`src/design/rbcsa_pkg.sv`:
```
// Shared types and codes for the round-based chunk slot allocator.
// Used by the controller, the datapath and the top level; depends on nothing.
`timescale 1ns / 1ps
`default_nettype none

package rbcsa_pkg;

  // Slot states held in the slot memory.
  typedef enum logic [1:0] {
    ST_FREE = 2'd0,
    ST_BUSY = 2'd1,
    ST_DONE = 2'd2
  } slot_st_t;

  // Request operations.
  typedef enum logic [1:0] {
    OP_CLAIM    = 2'd0,
    OP_COMPLETE = 2'd1,
    OP_FAIL     = 2'd2,
    OP_TICK     = 2'd3
  } op_t;

  // Response outcomes.
  typedef enum logic [2:0] {
    OC_GRANTED = 3'd0,
    OC_NOSLOT  = 3'd1,
    OC_NOMORE  = 3'd2,
    OC_IGNORED = 3'd3,
    OC_APPLIED = 3'd4
  } outcome_t;

  // Configuration register indexes.
  typedef enum logic [1:0] {
    CFG_BASE_HEIGHT   = 2'd0,
    CFG_GOAL_HEIGHT   = 2'd1,
    CFG_CHUNK_SIZE    = 2'd2,
    CFG_STALL_TIMEOUT = 2'd3
  } cfg_idx_t;

  // Reset values of the configuration registers.
  localparam logic [31:0] BASE_HEIGHT_RST   = 32'd0;
  localparam logic [31:0] GOAL_HEIGHT_RST   = 32'd0;
  localparam logic [15:0] CHUNK_SIZE_RST    = 16'd1;
  localparam logic [31:0] STALL_TIMEOUT_RST = 32'd10000;

  // Kinds of slot memory update the controller can request.
  typedef enum logic [2:0] {
    WR_NONE  = 3'd0,
    WR_GRANT = 3'd1,
    WR_DONE  = 3'd2,
    WR_FAIL  = 3'd3,
    WR_TICK  = 3'd4
  } wr_kind_t;

  // Controller states.
  typedef enum logic [4:0] {
    S_IDLE,
    S_CLM_PRIME,
    S_CLM_SCAN,
    S_NOFREE,
    S_GR_ID,
    S_GR_MUL,
    S_GR_ADD,
    S_GR_FIN,
    S_CF_MATCH,
    S_CF_RD,
    S_CF_UPD,
    S_CF_CHK,
    S_ADV_A,
    S_ADV_B,
    S_ADV_C,
    S_TCK_PRIME,
    S_TCK_SCAN,
    S_OUT
  } state_t;

  // Configuration register set.
  typedef struct packed {
    logic [31:0] base_height;
    logic [31:0] goal_height;
    logic [15:0] chunk_size_blocks;
    logic [31:0] stall_timeout_ms;
  } cfg_t;

  // One slot memory entry.
  typedef struct packed {
    slot_st_t    st;
    logic [47:0] t;
  } slot_ent_t;

  // Commands from the controller to the datapath.
  typedef struct packed {
    logic     load;
    logic     idx_inc;
    logic     take_slot;
    logic     load_match;
    wr_kind_t wr;
    logic     advance;
    logic     set_oc;
    outcome_t oc;
    logic     out_load;
  } cmd_t;

  // Status from the datapath to the controller.
  typedef struct packed {
    op_t  op;
    logic rd_free;
    logic rd_busy;
    logic rd_last;
    logic match;
    logic all_done;
    logic past;
    logic adv_ok;
    logic out_free;
  } sts_t;

endpackage

`default_nettype wire

```
`src/design/rbcsa_ctrl.sv`:
```
// Controller state machine of the chunk slot allocator.
// Depends on rbcsa_pkg; drives the datapath through cmd_t and reads sts_t.
`timescale 1ns / 1ps
`default_nettype none

module rbcsa_ctrl (
  input  wire logic             clk,
  input  wire logic             rst,
  input  wire logic             req_valid,
  output logic                  req_ready,
  input  wire logic [1:0]       operation,
  input  wire rbcsa_pkg::sts_t  sts,
  output rbcsa_pkg::cmd_t       cmd
);

  rbcsa_pkg::state_t state;
  rbcsa_pkg::state_t state_next;

  // State register.
  always_ff @(posedge clk) begin
    if (rst) begin
      state <= rbcsa_pkg::S_IDLE;
    end else begin
      state <= state_next;
    end
  end

  // Next state and commands.
  always_comb begin
    state_next = state;
    cmd        = '0;
    req_ready  = 1'b0;
    unique case (state)
      rbcsa_pkg::S_IDLE: begin
        req_ready = 1'b1;
        if (req_valid) begin
          cmd.load = 1'b1;
          unique case (rbcsa_pkg::op_t'(operation))
            rbcsa_pkg::OP_CLAIM:    state_next = rbcsa_pkg::S_CLM_PRIME;
            rbcsa_pkg::OP_COMPLETE: state_next = rbcsa_pkg::S_CF_MATCH;
            rbcsa_pkg::OP_FAIL:     state_next = rbcsa_pkg::S_CF_MATCH;
            rbcsa_pkg::OP_TICK:     state_next = rbcsa_pkg::S_TCK_PRIME;
            default:                state_next = rbcsa_pkg::S_IDLE;
          endcase
        end
      end
      // Claim: walk the slots from the lowest, one per cycle.
      rbcsa_pkg::S_CLM_PRIME: begin
        cmd.idx_inc = 1'b1;
        state_next  = rbcsa_pkg::S_CLM_SCAN;
      end
      rbcsa_pkg::S_CLM_SCAN: begin
        if (sts.rd_free) begin
          cmd.take_slot = 1'b1;
          state_next    = rbcsa_pkg::S_GR_ID;
        end else if (sts.rd_last) begin
          state_next = rbcsa_pkg::S_NOFREE;
        end else begin
          cmd.idx_inc = 1'b1;
        end
      end
      rbcsa_pkg::S_NOFREE: begin
        if (sts.all_done) begin
          state_next = rbcsa_pkg::S_ADV_A;
        end else begin
          cmd.set_oc = 1'b1;
          cmd.oc     = rbcsa_pkg::OC_NOSLOT;
          state_next = rbcsa_pkg::S_OUT;
        end
      end
      // Grant: chunk id, offset product and block range settle in turn.
      rbcsa_pkg::S_GR_ID:  state_next = rbcsa_pkg::S_GR_MUL;
      rbcsa_pkg::S_GR_MUL: state_next = rbcsa_pkg::S_GR_ADD;
      rbcsa_pkg::S_GR_ADD: state_next = rbcsa_pkg::S_GR_FIN;
      rbcsa_pkg::S_GR_FIN: begin
        cmd.wr     = rbcsa_pkg::WR_GRANT;
        cmd.set_oc = 1'b1;
        cmd.oc     = sts.past ? rbcsa_pkg::OC_NOMORE : rbcsa_pkg::OC_GRANTED;
        state_next = rbcsa_pkg::S_OUT;
      end
      // Complete and fail: check the round, then read and update the slot.
      rbcsa_pkg::S_CF_MATCH: begin
        if (sts.match) begin
          cmd.load_match = 1'b1;
          state_next     = rbcsa_pkg::S_CF_RD;
        end else begin
          cmd.set_oc = 1'b1;
          cmd.oc     = rbcsa_pkg::OC_IGNORED;
          state_next = rbcsa_pkg::S_OUT;
        end
      end
      rbcsa_pkg::S_CF_RD: state_next = rbcsa_pkg::S_CF_UPD;
      rbcsa_pkg::S_CF_UPD: begin
        cmd.set_oc = 1'b1;
        if (sts.op == rbcsa_pkg::OP_COMPLETE) begin
          cmd.wr     = rbcsa_pkg::WR_DONE;
          cmd.oc     = rbcsa_pkg::OC_APPLIED;
          state_next = rbcsa_pkg::S_CF_CHK;
        end else if (sts.rd_busy) begin
          cmd.wr     = rbcsa_pkg::WR_FAIL;
          cmd.oc     = rbcsa_pkg::OC_APPLIED;
          state_next = rbcsa_pkg::S_OUT;
        end else begin
          cmd.oc     = rbcsa_pkg::OC_IGNORED;
          state_next = rbcsa_pkg::S_OUT;
        end
      end
      rbcsa_pkg::S_CF_CHK: begin
        state_next = sts.all_done ? rbcsa_pkg::S_ADV_A : rbcsa_pkg::S_OUT;
      end
      // Round advance check: the chunk total compare is registered in m1_q and lhs_q before S_ADV_C tests it.
      rbcsa_pkg::S_ADV_A: state_next = rbcsa_pkg::S_ADV_B;
      rbcsa_pkg::S_ADV_B: state_next = rbcsa_pkg::S_ADV_C;
      rbcsa_pkg::S_ADV_C: begin
        if (sts.adv_ok) begin
          cmd.advance = 1'b1;
          state_next  = (sts.op == rbcsa_pkg::OP_CLAIM) ? rbcsa_pkg::S_CLM_PRIME
                                                        : rbcsa_pkg::S_OUT;
        end else begin
          if (sts.op == rbcsa_pkg::OP_CLAIM) begin
            cmd.set_oc = 1'b1;
            cmd.oc     = rbcsa_pkg::OC_NOMORE;
          end
          state_next = rbcsa_pkg::S_OUT;
        end
      end
      // Timeout tick: walk every slot and free the stalled ones.
      rbcsa_pkg::S_TCK_PRIME: begin
        cmd.idx_inc = 1'b1;
        state_next  = rbcsa_pkg::S_TCK_SCAN;
      end
      rbcsa_pkg::S_TCK_SCAN: begin
        cmd.wr = rbcsa_pkg::WR_TICK;
        if (sts.rd_last) begin
          cmd.set_oc = 1'b1;
          cmd.oc     = rbcsa_pkg::OC_APPLIED;
          state_next = rbcsa_pkg::S_OUT;
        end else begin
          cmd.idx_inc = 1'b1;
        end
      end
      // Hand the word to the output register once it is free.
      rbcsa_pkg::S_OUT: begin
        if (sts.out_free) begin
          cmd.out_load = 1'b1;
          state_next   = rbcsa_pkg::S_IDLE;
        end
      end
      default: state_next = rbcsa_pkg::S_IDLE;
    endcase
  end

endmodule

`default_nettype wire

```
`src/design/rbcsa_dp.sv`:
```
// Datapath of the chunk slot allocator: slot memory, counters, chunk
// arithmetic and the output register. Depends on rbcsa_pkg.
`timescale 1ns / 1ps
`default_nettype none

module rbcsa_dp #(
  parameter int SLOTS = 16
) (
  input  wire logic            clk,
  input  wire logic            rst,
  input  wire rbcsa_pkg::cfg_t cfg,
  input  wire logic [1:0]      operation,
  input  wire logic [31:0]     chunk_num,
  input  wire logic [47:0]     time_ms,
  input  wire rbcsa_pkg::cmd_t cmd,
  output rbcsa_pkg::sts_t      sts,
  output logic                 rsp_valid,
  input  wire logic            rsp_ready,
  output logic [2:0]           outcome,
  output logic [31:0]          granted_chunk,
  output logic [31:0]          first_height,
  output logic [31:0]          last_height,
  output logic [31:0]          round_now,
  output logic [4:0]           slots_busy,
  output logic [4:0]           slots_done,
  output logic [31:0]          chunks_done_total
);

  localparam int IW  = (SLOTS > 1) ? $clog2(SLOTS) : 1;
  localparam int CW  = $clog2(SLOTS + 1);
  localparam int PBW = 32 + CW;

  // Latched request.
  rbcsa_pkg::op_t op_q;
  logic [31:0]    cid_q;
  logic [47:0]    now_q;

  // Scan and slot addressing.
  logic [CW-1:0]  idx;
  logic [IW-1:0]  rd_idx;
  logic [IW-1:0]  slot_q;
  logic [IW-1:0]  rd_addr;

  // Slot memory and its valid bits.
  rbcsa_pkg::slot_ent_t mem [SLOTS];
  logic [SLOTS-1:0]     vld;
  rbcsa_pkg::slot_ent_t rd_q;
  logic                 vld_q;
  logic                 wr_en;
  logic [IW-1:0]        wr_addr;
  rbcsa_pkg::slot_ent_t wr_ent;

  // Round state and counters.
  logic [CW-1:0]  busy_cnt;
  logic [CW-1:0]  done_cnt;
  logic [31:0]    round_q;
  logic [31:0]    ccount;

  // Chunk arithmetic.
  logic [15:0]    sz_eff;
  logic [PBW-1:0] prod_base;
  logic [PBW-1:0] cid_ext;
  logic [PBW-1:0] diff;
  logic [31:0]    id_q;
  logic [47:0]    off_full;
  logic [31:0]    off_q;
  logic [31:0]    bs_q;
  logic [31:0]    be_raw;
  logic [31:0]    be_clip;
  logic           past;
  logic [31:0]    m_next;
  logic [32:0]    m1_q;
  logic [31:0]    n_q;
  logic [48:0]    lhs_full;
  logic [48:0]    lhs_q;

  // Slot read decode.
  rbcsa_pkg::slot_st_t rd_st;
  logic [47:0]         rd_t;
  logic [47:0]         age;
  logic                expired;
  logic                match;

  // Result being built.
  rbcsa_pkg::outcome_t oc_q;
  logic [31:0]         res_chunk;
  logic [31:0]         res_bs;
  logic [31:0]         res_be;

  // Decode of the entry read in the previous cycle.
  assign sz_eff  = (cfg.chunk_size_blocks == 16'd0) ? 16'd1 : cfg.chunk_size_blocks;
  assign rd_addr = (idx < CW'(SLOTS)) ? idx[IW-1:0] : '0;
  assign rd_st   = vld_q ? rd_q.st : rbcsa_pkg::ST_FREE;
  assign rd_t    = vld_q ? rd_q.t : 48'd0;
  assign age     = now_q - rd_t;
  assign expired = (rd_st == rbcsa_pkg::ST_BUSY) && (rd_t != 48'd0)
                   && (age > 48'(cfg.stall_timeout_ms));

  // Round match of a named chunk without a divider: the chunk lies in
  // this round when it sits within SLOTS ids above round * SLOTS.
  assign cid_ext = PBW'(cid_q);
  assign diff    = cid_ext - prod_base;
  assign match   = (cid_ext >= prod_base) && (diff < PBW'(SLOTS));

  // Block range of the granted chunk.
  assign off_full = 48'(id_q) * 48'(sz_eff);
  assign be_raw   = bs_q + 32'(sz_eff) - 32'd1;
  assign be_clip  = (be_raw > cfg.goal_height) ? cfg.goal_height : be_raw;
  assign past     = bs_q > cfg.goal_height;

  // Advance test: (next round * SLOTS) < total chunks holds exactly when
  // (m + 1) * size does not exceed (target - start + size), m and the right side mod 2^32.
  assign m_next   = prod_base[31:0] + 32'(SLOTS);
  assign lhs_full = 49'(m1_q) * 49'(sz_eff);

  // Arithmetic pipeline; operands stay still while the controller waits.
  always_ff @(posedge clk) begin
    prod_base <= PBW'(round_q) * PBW'(SLOTS);
    id_q      <= prod_base[31:0] + 32'(slot_q);
    off_q     <= off_full[31:0];
    bs_q      <= cfg.base_height + off_q;
    m1_q      <= {1'b0, m_next} + 33'd1;
    n_q       <= cfg.goal_height - cfg.base_height + 32'(sz_eff);
    lhs_q     <= lhs_full;
  end

  // Slot memory update selection.
  always_comb begin
    wr_en     = 1'b0;
    wr_addr   = slot_q;
    wr_ent.st = rbcsa_pkg::ST_FREE;
    wr_ent.t  = now_q;
    unique case (cmd.wr)
      rbcsa_pkg::WR_NONE: wr_en = 1'b0;
      rbcsa_pkg::WR_GRANT: begin
        wr_en     = 1'b1;
        wr_ent.st = past ? rbcsa_pkg::ST_DONE : rbcsa_pkg::ST_BUSY;
      end
      rbcsa_pkg::WR_DONE: begin
        wr_en     = 1'b1;
        wr_ent.st = rbcsa_pkg::ST_DONE;
      end
      rbcsa_pkg::WR_FAIL: wr_en = 1'b1;
      rbcsa_pkg::WR_TICK: begin
        wr_en   = expired;
        wr_addr = rd_idx;
      end
      default: wr_en = 1'b0;
    endcase
  end

  // Slot memory: one write and one registered read a cycle.
  always_ff @(posedge clk) begin
    if (wr_en) begin
      mem[wr_addr] <= wr_ent;
    end
    rd_q   <= mem[rd_addr];
    vld_q  <= vld[rd_addr];
    rd_idx <= rd_addr;
  end

  // Valid bits: an entry never written since reset or the last advance
  // reads as a free slot with a zero claim time.
  always_ff @(posedge clk) begin
    if (rst || cmd.advance) begin
      vld <= '0;
    end else if (wr_en) begin
      vld[wr_addr] <= 1'b1;
    end
  end

  // Scan index and selected slot.
  always_ff @(posedge clk) begin
    if (rst) begin
      idx <= '0;
    end else if (cmd.load || cmd.advance) begin
      idx <= '0;
    end else if (cmd.load_match) begin
      idx <= CW'(diff[IW-1:0]);
    end else if (cmd.idx_inc) begin
      idx <= idx + CW'(1);
    end
  end

  always_ff @(posedge clk) begin
    if (cmd.take_slot) begin
      slot_q <= rd_idx;
    end else if (cmd.load_match) begin
      slot_q <= diff[IW-1:0];
    end
  end

  // Request latch.
  always_ff @(posedge clk) begin
    if (cmd.load) begin
      op_q  <= rbcsa_pkg::op_t'(operation);
      cid_q <= chunk_num;
      now_q <= time_ms;
    end
  end

  // Round number, slot counts and completion count.
  always_ff @(posedge clk) begin
    if (rst) begin
      busy_cnt <= '0;
      done_cnt <= '0;
      round_q  <= '0;
      ccount   <= '0;
    end else if (cmd.advance) begin
      busy_cnt <= '0;
      done_cnt <= '0;
      round_q  <= round_q + 32'd1;
    end else begin
      unique case (cmd.wr)
        rbcsa_pkg::WR_GRANT: begin
          if (past) begin
            done_cnt <= done_cnt + CW'(1);
          end else begin
            busy_cnt <= busy_cnt + CW'(1);
          end
        end
        rbcsa_pkg::WR_DONE: begin
          ccount <= ccount + 32'd1;
          if (rd_st == rbcsa_pkg::ST_BUSY) begin
            busy_cnt <= busy_cnt - CW'(1);
            done_cnt <= done_cnt + CW'(1);
          end else if (rd_st == rbcsa_pkg::ST_FREE) begin
            done_cnt <= done_cnt + CW'(1);
          end
        end
        rbcsa_pkg::WR_FAIL: busy_cnt <= busy_cnt - CW'(1);
        rbcsa_pkg::WR_TICK: begin
          if (expired) begin
            busy_cnt <= busy_cnt - CW'(1);
          end
        end
        default: ;
      endcase
    end
  end

  // Result fields of the operation in flight.
  always_ff @(posedge clk) begin
    if (cmd.load) begin
      oc_q      <= rbcsa_pkg::OC_IGNORED;
      res_chunk <= '0;
      res_bs    <= '0;
      res_be    <= '0;
    end else begin
      if (cmd.set_oc) begin
        oc_q <= cmd.oc;
      end
      if (cmd.wr == rbcsa_pkg::WR_GRANT && !past) begin
        res_chunk <= id_q;
        res_bs    <= bs_q;
        res_be    <= be_clip;
      end
    end
  end

  // Output register; it frees up in the same cycle its word is taken.
  always_ff @(posedge clk) begin
    if (rst) begin
      rsp_valid <= 1'b0;
    end else if (cmd.out_load) begin
      rsp_valid <= 1'b1;
    end else if (rsp_ready) begin
      rsp_valid <= 1'b0;
    end
  end

  always_ff @(posedge clk) begin
    if (cmd.out_load) begin
      outcome           <= oc_q;
      granted_chunk     <= res_chunk;
      first_height      <= res_bs;
      last_height       <= res_be;
      round_now         <= round_q;
      slots_busy        <= 5'(busy_cnt);
      slots_done        <= 5'(done_cnt);
      chunks_done_total <= ccount;
    end
  end

  // Status to the controller.
  always_comb begin
    sts.op       = op_q;
    sts.rd_free  = (rd_st == rbcsa_pkg::ST_FREE);
    sts.rd_busy  = (rd_st == rbcsa_pkg::ST_BUSY);
    sts.rd_last  = (rd_idx == IW'(SLOTS - 1));
    sts.match    = match;
    sts.all_done = (done_cnt == CW'(SLOTS));
    sts.past     = past;
    sts.adv_ok   = (lhs_q <= 49'(n_q));
    sts.out_free = !rsp_valid || rsp_ready;
  end

`ifndef SYNTHESIS
  // Busy and completed slots never outnumber the slots of a round.
  a_count_bound: assert property (@(posedge clk) disable iff (rst)
    ((CW+1)'(busy_cnt) + (CW+1)'(done_cnt)) <= (CW+1)'(SLOTS))
    else $error("slot counts exceed the round size");

  // A round advance clears both counts and steps the round by one.
  a_advance: assert property (@(posedge clk) disable iff (rst)
    cmd.advance |=> (busy_cnt == '0) && (done_cnt == '0)
                    && (round_q == $past(round_q) + 32'd1))
    else $error("round advance left stale state");

  // The output register is never overwritten while it holds an untaken word.
  a_out_load: assert property (@(posedge clk) disable iff (rst)
    cmd.out_load |-> (!rsp_valid || rsp_ready))
    else $error("response word overwritten");

  // The completion count moves only on an accepted completion.
  a_ccount: assert property (@(posedge clk) disable iff (rst)
    (!$past(rst) && $past(cmd.wr) != rbcsa_pkg::WR_DONE) |-> (ccount == $past(ccount)))
    else $error("completion count changed without a completion");
`endif

endmodule

`default_nettype wire

```
`src/design/round_based_chunk_slot_allocator.sv`:
```
// Channel   Handshake              Word
// cfg       cfg_wr_en              cfg_index, cfg_data (no wait, no read-back)
// request   req_valid / req_ready  operation, chunk_num, time_ms
// response  rsp_valid / rsp_ready  outcome, granted_chunk, first_height, last_height,
//                                  round_now, slots_busy, slots_done,
//                                  chunks_done_total
//
// One request at a time. A claim takes the lowest free slot, reports none free,
// or, with every slot done, advances the round and claims again or finds nothing
// left; complete or fail updates the named slot of this round, and a timeout tick
// frees stalled slots. The slot scan, one slot memory read per cycle, paces
// claims and ticks.
// Reset is synchronous; slot memory is cleared through valid bits, with no
// clearing pass. A held response does not stall acceptance of the next request.
// Top level; depends on rbcsa_pkg, rbcsa_ctrl and rbcsa_dp.
`timescale 1ns / 1ps
`default_nettype none

module round_based_chunk_slot_allocator #(
  parameter int SLOTS = 16
) (
  input  wire logic        clk,
  input  wire logic        rst,
  input  wire logic        cfg_wr_en,
  input  wire logic [1:0]  cfg_index,
  input  wire logic [31:0] cfg_data,
  input  wire logic        req_valid,
  output logic             req_ready,
  input  wire logic [1:0]  operation,
  input  wire logic [31:0] chunk_num,
  input  wire logic [47:0] time_ms,
  output logic             rsp_valid,
  input  wire logic        rsp_ready,
  output logic [2:0]       outcome,
  output logic [31:0]      granted_chunk,
  output logic [31:0]      first_height,
  output logic [31:0]      last_height,
  output logic [31:0]      round_now,
  output logic [4:0]       slots_busy,
  output logic [4:0]       slots_done,
  output logic [31:0]      chunks_done_total
);

  rbcsa_pkg::cfg_t cfg;
  rbcsa_pkg::cmd_t cmd;
  rbcsa_pkg::sts_t sts;

  // Configuration registers.
  always_ff @(posedge clk) begin
    if (rst) begin
      cfg.base_height       <= rbcsa_pkg::BASE_HEIGHT_RST;
      cfg.goal_height       <= rbcsa_pkg::GOAL_HEIGHT_RST;
      cfg.chunk_size_blocks <= rbcsa_pkg::CHUNK_SIZE_RST;
      cfg.stall_timeout_ms  <= rbcsa_pkg::STALL_TIMEOUT_RST;
    end else if (cfg_wr_en) begin
      unique case (rbcsa_pkg::cfg_idx_t'(cfg_index))
        rbcsa_pkg::CFG_BASE_HEIGHT:   cfg.base_height       <= cfg_data;
        rbcsa_pkg::CFG_GOAL_HEIGHT:   cfg.goal_height       <= cfg_data;
        rbcsa_pkg::CFG_CHUNK_SIZE:    cfg.chunk_size_blocks <= cfg_data[15:0];
        rbcsa_pkg::CFG_STALL_TIMEOUT: cfg.stall_timeout_ms  <= cfg_data;
        default: ;
      endcase
    end
  end

  // Controller.
  rbcsa_ctrl u_ctrl (
    .clk       (clk),
    .rst       (rst),
    .req_valid (req_valid),
    .req_ready (req_ready),
    .operation (operation),
    .sts       (sts),
    .cmd       (cmd)
  );

  // Datapath.
  rbcsa_dp #(
    .SLOTS (SLOTS)
  ) u_dp (
    .clk               (clk),
    .rst               (rst),
    .cfg               (cfg),
    .operation         (operation),
    .chunk_num         (chunk_num),
    .time_ms           (time_ms),
    .cmd               (cmd),
    .sts               (sts),
    .rsp_valid         (rsp_valid),
    .rsp_ready         (rsp_ready),
    .outcome           (outcome),
    .granted_chunk     (granted_chunk),
    .first_height      (first_height),
    .last_height       (last_height),
    .round_now         (round_now),
    .slots_busy        (slots_busy),
    .slots_done        (slots_done),
    .chunks_done_total (chunks_done_total)
  );

endmodule

`default_nettype wire
```
`config.mk`:
```
export PLATFORM = sky130hd
export DESIGN_NAME = round_based_chunk_slot_allocator
export DESIGN_NICKNAME = d
export VERILOG_FILES = /design/src/design/rbcsa_pkg.sv /design/src/design/rbcsa_ctrl.sv /design/src/design/rbcsa_dp.sv /design/src/design/round_based_chunk_slot_allocator.sv
export SDC_FILE = /design/constraint.sdc
export NUM_CORES = 2
export LEC_CHECK = 0
export ABC_AREA = 1
export BUFFER_PORTS_ARGS = -buffer_cell sky130_fd_sc_hd__buf_2
export CAP_MARGIN = 20
export CELL_PAD_IN_SITES_DETAIL_PLACEMENT = 2
export CELL_PAD_IN_SITES_GLOBAL_PLACEMENT = 2
export CORE_ASPECT_RATIO = 1.25
export CORE_UTILIZATION = 37
export DETAILED_ROUTE_END_ITERATION = 8
export PLACE_DENSITY = 0.84
export SLEW_MARGIN = 10
export SYNTH_ARGS = -nofsm -noshare
export SYNTH_HDL_FRONTEND = slang
export SYNTH_SLANG_ARGS = --single-unit
```
`constraint.sdc`:
```
create_clock -name clk -period 8.45 [get_ports clk]
set_clock_uncertainty 0.05 [all_clocks]
set_input_delay 0.4225 -clock clk [delete_from_list [all_inputs] [get_ports clk]]
set_output_delay 0.4225 -clock clk [all_outputs]
set_load 0.05 [all_outputs]
```
[Word level (Yosys, flattened, before mapping)]
Memory sizes are Yosys's and may differ from the RTL's. A register that Yosys moved wholly into a read port is not among the register bits.
Index checks and enable logic that the tools add are counted.
Operators by class
  equality and inequality tests: 40
  bitwise logic cells: 2
  reduce and logical (&&, ||, !) cells: 37
  order comparisons: 10
  multipliers: 2
  mux-type cells: 67
  add/subtract/negate cells: 16
Operators with widths (number)
  5-bit one-hot mux with 17 select lines: 1
  5-bit two-way mux: 16
  32-bit by 1-bit adder with 32-bit output (second input constant): 2
  32-bit by 16-bit adder with 32-bit output: 2
  32-bit greater-than comparator: 2
  49-bit by 32-bit <= comparator with 1-bit output: 1
  33-bit by 16-bit multiplier with 49-bit output: 1
  48-bit by 32-bit greater-than comparator with 1-bit output: 1
  48-bit two-way mux: 1
  48-bit nonzero test: 1
  48-bit subtractor: 1
  4-bit two-way mux: 11
  5-bit by 4-bit equality test with 1-bit output (second input constant): 8
  37-bit by 5-bit less-than comparator with 1-bit output (second input constant): 1
  32-bit by 36-bit subtractor with 37-bit output: 1
  32-bit by 36-bit >= comparator with 1-bit output: 1
  32-bit by 1-bit adder with 33-bit output (second input constant): 1
  32-bit adder: 1
  32-bit by 4-bit adder with 32-bit output: 1
  32-bit by 5-bit adder with 32-bit output (second input constant): 1
  32-bit by 16-bit multiplier with 32-bit output: 1
  32-bit two-way mux: 1
  32-bit by 1-bit subtractor with 32-bit output (second input constant): 1
  32-bit subtractor: 1
  47 further kinds: 115
Word-level totals
  register bits after elaboration: 818
  input port bits: 121
  logic and storage cells: 213
  memories kept: 1
  memory bits (writable): 800
  output and inout bits: 175
Memories
  u_dp.mem: words 16, width 50, rd ports 1, clocked after Yosys merged registers in 1, write ports 1, RTL line rbcsa_dp.sv:45  | rbcsa_pkg::slot_ent_t mem [SLOTS];

[Depth between registers and ports, before layout]
  depth after elaboration: 12
  mapped depth: 36
  gate-level depth less buffers: 32

[Cells and area by module]
From an unflattened synthesis, not the netlist that was laid out.
Second synthesis, totals
  cell total of the unflattened synthesis: 10678
  area, all modules: 99521.7 um2
By module, submodules not included
  rbcsa_dp: sequential area each 41549.8 um2, instances 1, cells each 9830, area each 94115.3 um2
  round_based_chunk_slot_allocator: sequential area each 2242.2 um2, instances 1, cells each 709, area each 4619.4 um2
  rbcsa_ctrl: sequential area each 100.1 um2, instances 1, cells each 139, area each 787.0 um2

[Worst setup path before layout]
OpenSTA, ideal clock, no wires.
  path kind: reg-to-reg
  start: reg u_ctrl.state[3]
  end: reg u_dp.chunks_done_total[0] (enable)
  setup time: 0.708 ns
  data required time: 7.692 ns
  stages on the path, launching flop included: 6
  period minus slack after synthesis: 8.729 ns
  path slack: -0.279 ns
  buffers on the path: 0
  data arrival time: 7.971 ns
  cell sequence: dfxtp_1 -> nor2_1 -> inv_1 -> nor3_1 -> inv_1 -> nor2_1
RTL lines
  start: declaration: RTL line rbcsa_ctrl.sv:16  | rbcsa_pkg::state_t state;
  start signal: assignment: RTL line rbcsa_ctrl.sv:22  | state <= rbcsa_pkg::S_IDLE;
  start signal: assignment: RTL line rbcsa_ctrl.sv:24  | state <= state_next;
  end signal: assignment: RTL line rbcsa_dp.sv:281  | chunks_done_total <= ccount;
  end: declaration: RTL line rbcsa_dp.sv:26  | output logic [31:0] chunks_done_total

[Worst setup path in the final report]
  start: reg u_dp.vld_q
  end: mem u_dp.mem[3][28] (netlist bit) (enable)
On the way
  word-level cells in the longest chain between the ends: 10
  elaborated cells between the ends (all ways): 20
  those cells by class: 1 x add/sub; 1 x order compare; 5 x eq/ne; 9 x mux; 4 x reduce/logical
RTL lines
  start: declaration: RTL line rbcsa_dp.sv:48  | logic vld_q;
  start signal: assignment: RTL line rbcsa_dp.sv:158  | vld_q <= vld[rd_addr];
  parallel branches: the longest is 10 deep, another holds 48-bit subtractor
  end: declaration: RTL line rbcsa_dp.sv:45
Several ways; the timed one is not identified.

==> results_dict.tcl <==
set metrics [dict create \
    status "complete, no violations" \
    p_int_mw 16.9 \
    cts_made_buffers 188 \
    dp_cells 14100 \
    holdWs_ps 54.9 \
    start_util 0.373 \
    synth_area_leaders "edfxtp_1 (32%), fa_1 (14%), dfxtp_1 (12%)" \
    async_flop_share 0 \
    cts.clk_slew.worst_paths_ps 60 \
    clock-root-buffer "clkbuf_16" \
    critPathMaxFanout 37 \
    io_buffers 295 \
    crit_path_end_kind "register" \
    dr.pass1.iters 5 \
    insertion_delay_ps 890 \
    syn_area_per_cell_um2 9.34 \
    clkSinkCount 1663 \
    worstSetupPathType "reg -> reg" \
    layout.cells.non_filler 14600 \
    yosysTopAreaCellShare 0.319 \
    min-delay-start "cfg_wr_en" \
    cts_htree_levels 4 \
    clockBufferDepth 4 \
    min_period_ps 7810 \
    rsz0062_at_grt "false" \
    power.share.clock 0.317 \
    antenna_found_initial 36 \
    hold_path_class "in -> reg" \
    ys_warn_count 0 \
    dp_hpwl_mm 304 \
    clock.fmax_mhz 128 \
    timing.final.crit_share 0.924 \
    max_stage_delay_ps 900 \
    synth_cell_types 63 \
    crit_start "u_dp.vld_q$_DFF_P_" \
    track_usage 0.309 \
    setup_tns_ps 0 \
    seq_area_frac_synth 0.441 \
    peakVddDrop_v 0.000287 \
    syn_area_mm2 0.0996 \
    grt_pass1_vias 94100 \
    fp-row-count 212 \
    cp_common_cell "nand2_1" \
    crit_required_ps 8920 \
    drt_iter0_markers 5556 \
    post-route-util 0.421 \
    setup_viol 0 \
    p_sw_frac 0.386 \
    worstPathArrival_ps 8280 \
    synth-seq-cells 1663 \
    grt_pass1_wl_mm 622 \
    maxCapViolCount 0 \
    p_leak_nw 48.0 \
    vias 81300 \
    seq_power_share 0.374 \
    wire_per_inst_um 28.9 \
    drv_slew 0 \
    die_width_um 466 \
    syn_nets 12000 \
    setup_ws_ps 639 \
    power_density_mw_per_mm2 245 \
    final_area_mm2 0.112 \
    placed_area_mm2 0.105 \
    finalHoldViolCount 0 \
    tightest_slew_ps 1240 \
    grt-ovfl-total 0 \
    antenna_left 0 \
    vias_per_cell 5.56 \
    synthFlopType "edfxtp_1" \
    p_total_mw 27.6 \
    place_ws_ps 638 \
    die_h_um 582 \
    syn_inst 10700 \
    cp_slowest_cell "dfxtp_2" \
    grt_max_degree 174 \
    drt_wl_total_mm 423 \
    cts_tree "built" \
    synth_edf_count 1059 \
    rrSetupSlack_ps 640 \
    p_comb_frac 0.309 \
    r2r_start "u_dp.vld_q$_DFF_P_" \
    gp_congestion 0.916 \
    drive_gt1_frac 0.0733 \
    dieArea_mm2 0.271 \
    drc 0 \
    core_area_mm2 0.267 \
    slew_headroom 0.173 \
    startpoint_type "register" \
    yosys.area.top_type "edfxtp_1" \
    finalNetCount 12300 \
    power.switching_mw 10.6 \
    io_pins 296 \
    areaGrowthSynthToFinish_pct 12.9 \
]
[layout by cell type, fill, tap and decap left out, types with 110 or more instances in the layout]
cell,n
buf_2,295
ha_1,528
o211ai_1,123
a21oi_1,615
edfxtp_1,1059
o21ai_0,793
nand3_1,163
xor2_1,193
dlygate4sd3_1,116
inv_1,1787
fa_1,699
nor2_1,852
clkbuf_16,195
o221ai_1,110
dfxtp_1,588
nand2_1,2015
[worst max-delay path: cells and delay by family (launching register included)]
family                   cells  cell delay [ps]
adder cells (fa/ha/maj)      2              730
XOR/XNOR                     1              180
AO/OA/AOI/OAI                3              800
AND/OR/NAND/NOR             22             3580
flip-flops                   1              900
buffers and inverters        2             1150
[flip-flops by register name (all words and copies together), names as in the netlist, 48 cells and up]
register and cells:
u_dp.rd_q 50, u_dp.now_q 48, cfg 112, u_dp.mem 800, u_dp.lhs_q 49
[timing repair]
action,CTS,global route
buffers inserted,0,0
hold endpoints to repair,166,0
resized for setup,0,0
hold buffers,116,0
[cells by family (layout without fill, tap and decap cells)]
family | Yosys count | in the layout | synth area share
other cells | 0 | 21 | 0
compound gates | 1878 | 1878 | 0.106
flops | 1663 | 1663 | 0.441
fa+ha+maj | 1227 | 1227 | 0.207
xor+xnor | 286 | 286 | 0.0252
simple gates | 3323 | 3323 | 0.135
buf+inv | 2287 | 2691 | 0.0863
[final timing paths]
check,to,cells past startpoint
max reg2reg,u_dp.mem[3][28]$_DFFE_PP_,30
max,u_dp.mem[3][28]$_DFFE_PP_,30
min,cfg[32]$_SDFFE_PP1P_,4
min reg2reg,u_dp.first_height[23]$_DFFE_PP_,0
[power groups by stage]
| stage | sequential, mW | combinational, mW | clock, mW |
|---|---|---|---|
| 4_1_cts | 10.3 | 8.45 | 8.79 |
| 5_1_grt | 10.3 | 9.29 | 9.07 |
| 3_5_place_dp | 10.4 | 8.22 | 0 |
| 2_1_floorplan | 10.1 | 5.08 | 0 |
| 6_report | 10.3 | 8.51 | 8.72 |
| 3_3_place_gp | 10.4 | 7.69 | 0 |
[Yosys cell counts, types with 3 or more instances]
library cell	n
xor2_1	193
o22ai_1	100
a21boi_0	10
nand3_1	163
nor2_4	3
o21bai_1	36
nor3_1	91
a21o_1	11
clkinv_1	5
o21a_1	18
dfxtp_1	604
ha_1	528
nand3_2	4
a211oi_1	6
o221ai_1	110
a2111oi_0	4
nor2_1	862
clkbuf_1	417
o2111ai_1	9
or2_2	6
nand4_1	95
xnor2_1	93
nor2_2	5
nor3b_1	4
nand3b_1	11
o21ai_0	793
o21ai_1	7
o211ai_1	123
a21oi_1	616
inv_2	9
o311ai_0	3
buf_1	47
fa_1	699
a31oi_1	23
nor3_2	6
inv_1	1803
nor4_1	34
edfxtp_1	1059
nand2_1	2016
nand2_2	7
[final cells by class]
class / count / area, um2
Multi-Input combinational cell: 6714 / 47200
Clock inverter: 94 / 1080
Sequential cell: 1663 / 43900
Inverter: 1819 / 6840
Timing Repair Buffer: 533 / 3700
Clock buffer: 245 / 5210
Tap cell: 3531 / 4420
Fill cell: 28600 / 155000
Antenna cell: 21 / 52.6
[per-layer routing]
| layer | vias to the layer above | GRT usage | wire, um |
|---|---|---|---|
| li1 | 35100 | - | - |
| met1 | 42000 | 0.334 | 152000 |
| met2 | 2859 | 0.558 | 219000 |
| met3 | 1274 | 0.0402 | 20700 |
| met4 | 12 | 0.209 | 31700 |
| met5 | - | 0 | 91 |
(Power assumes the default switching activity.)
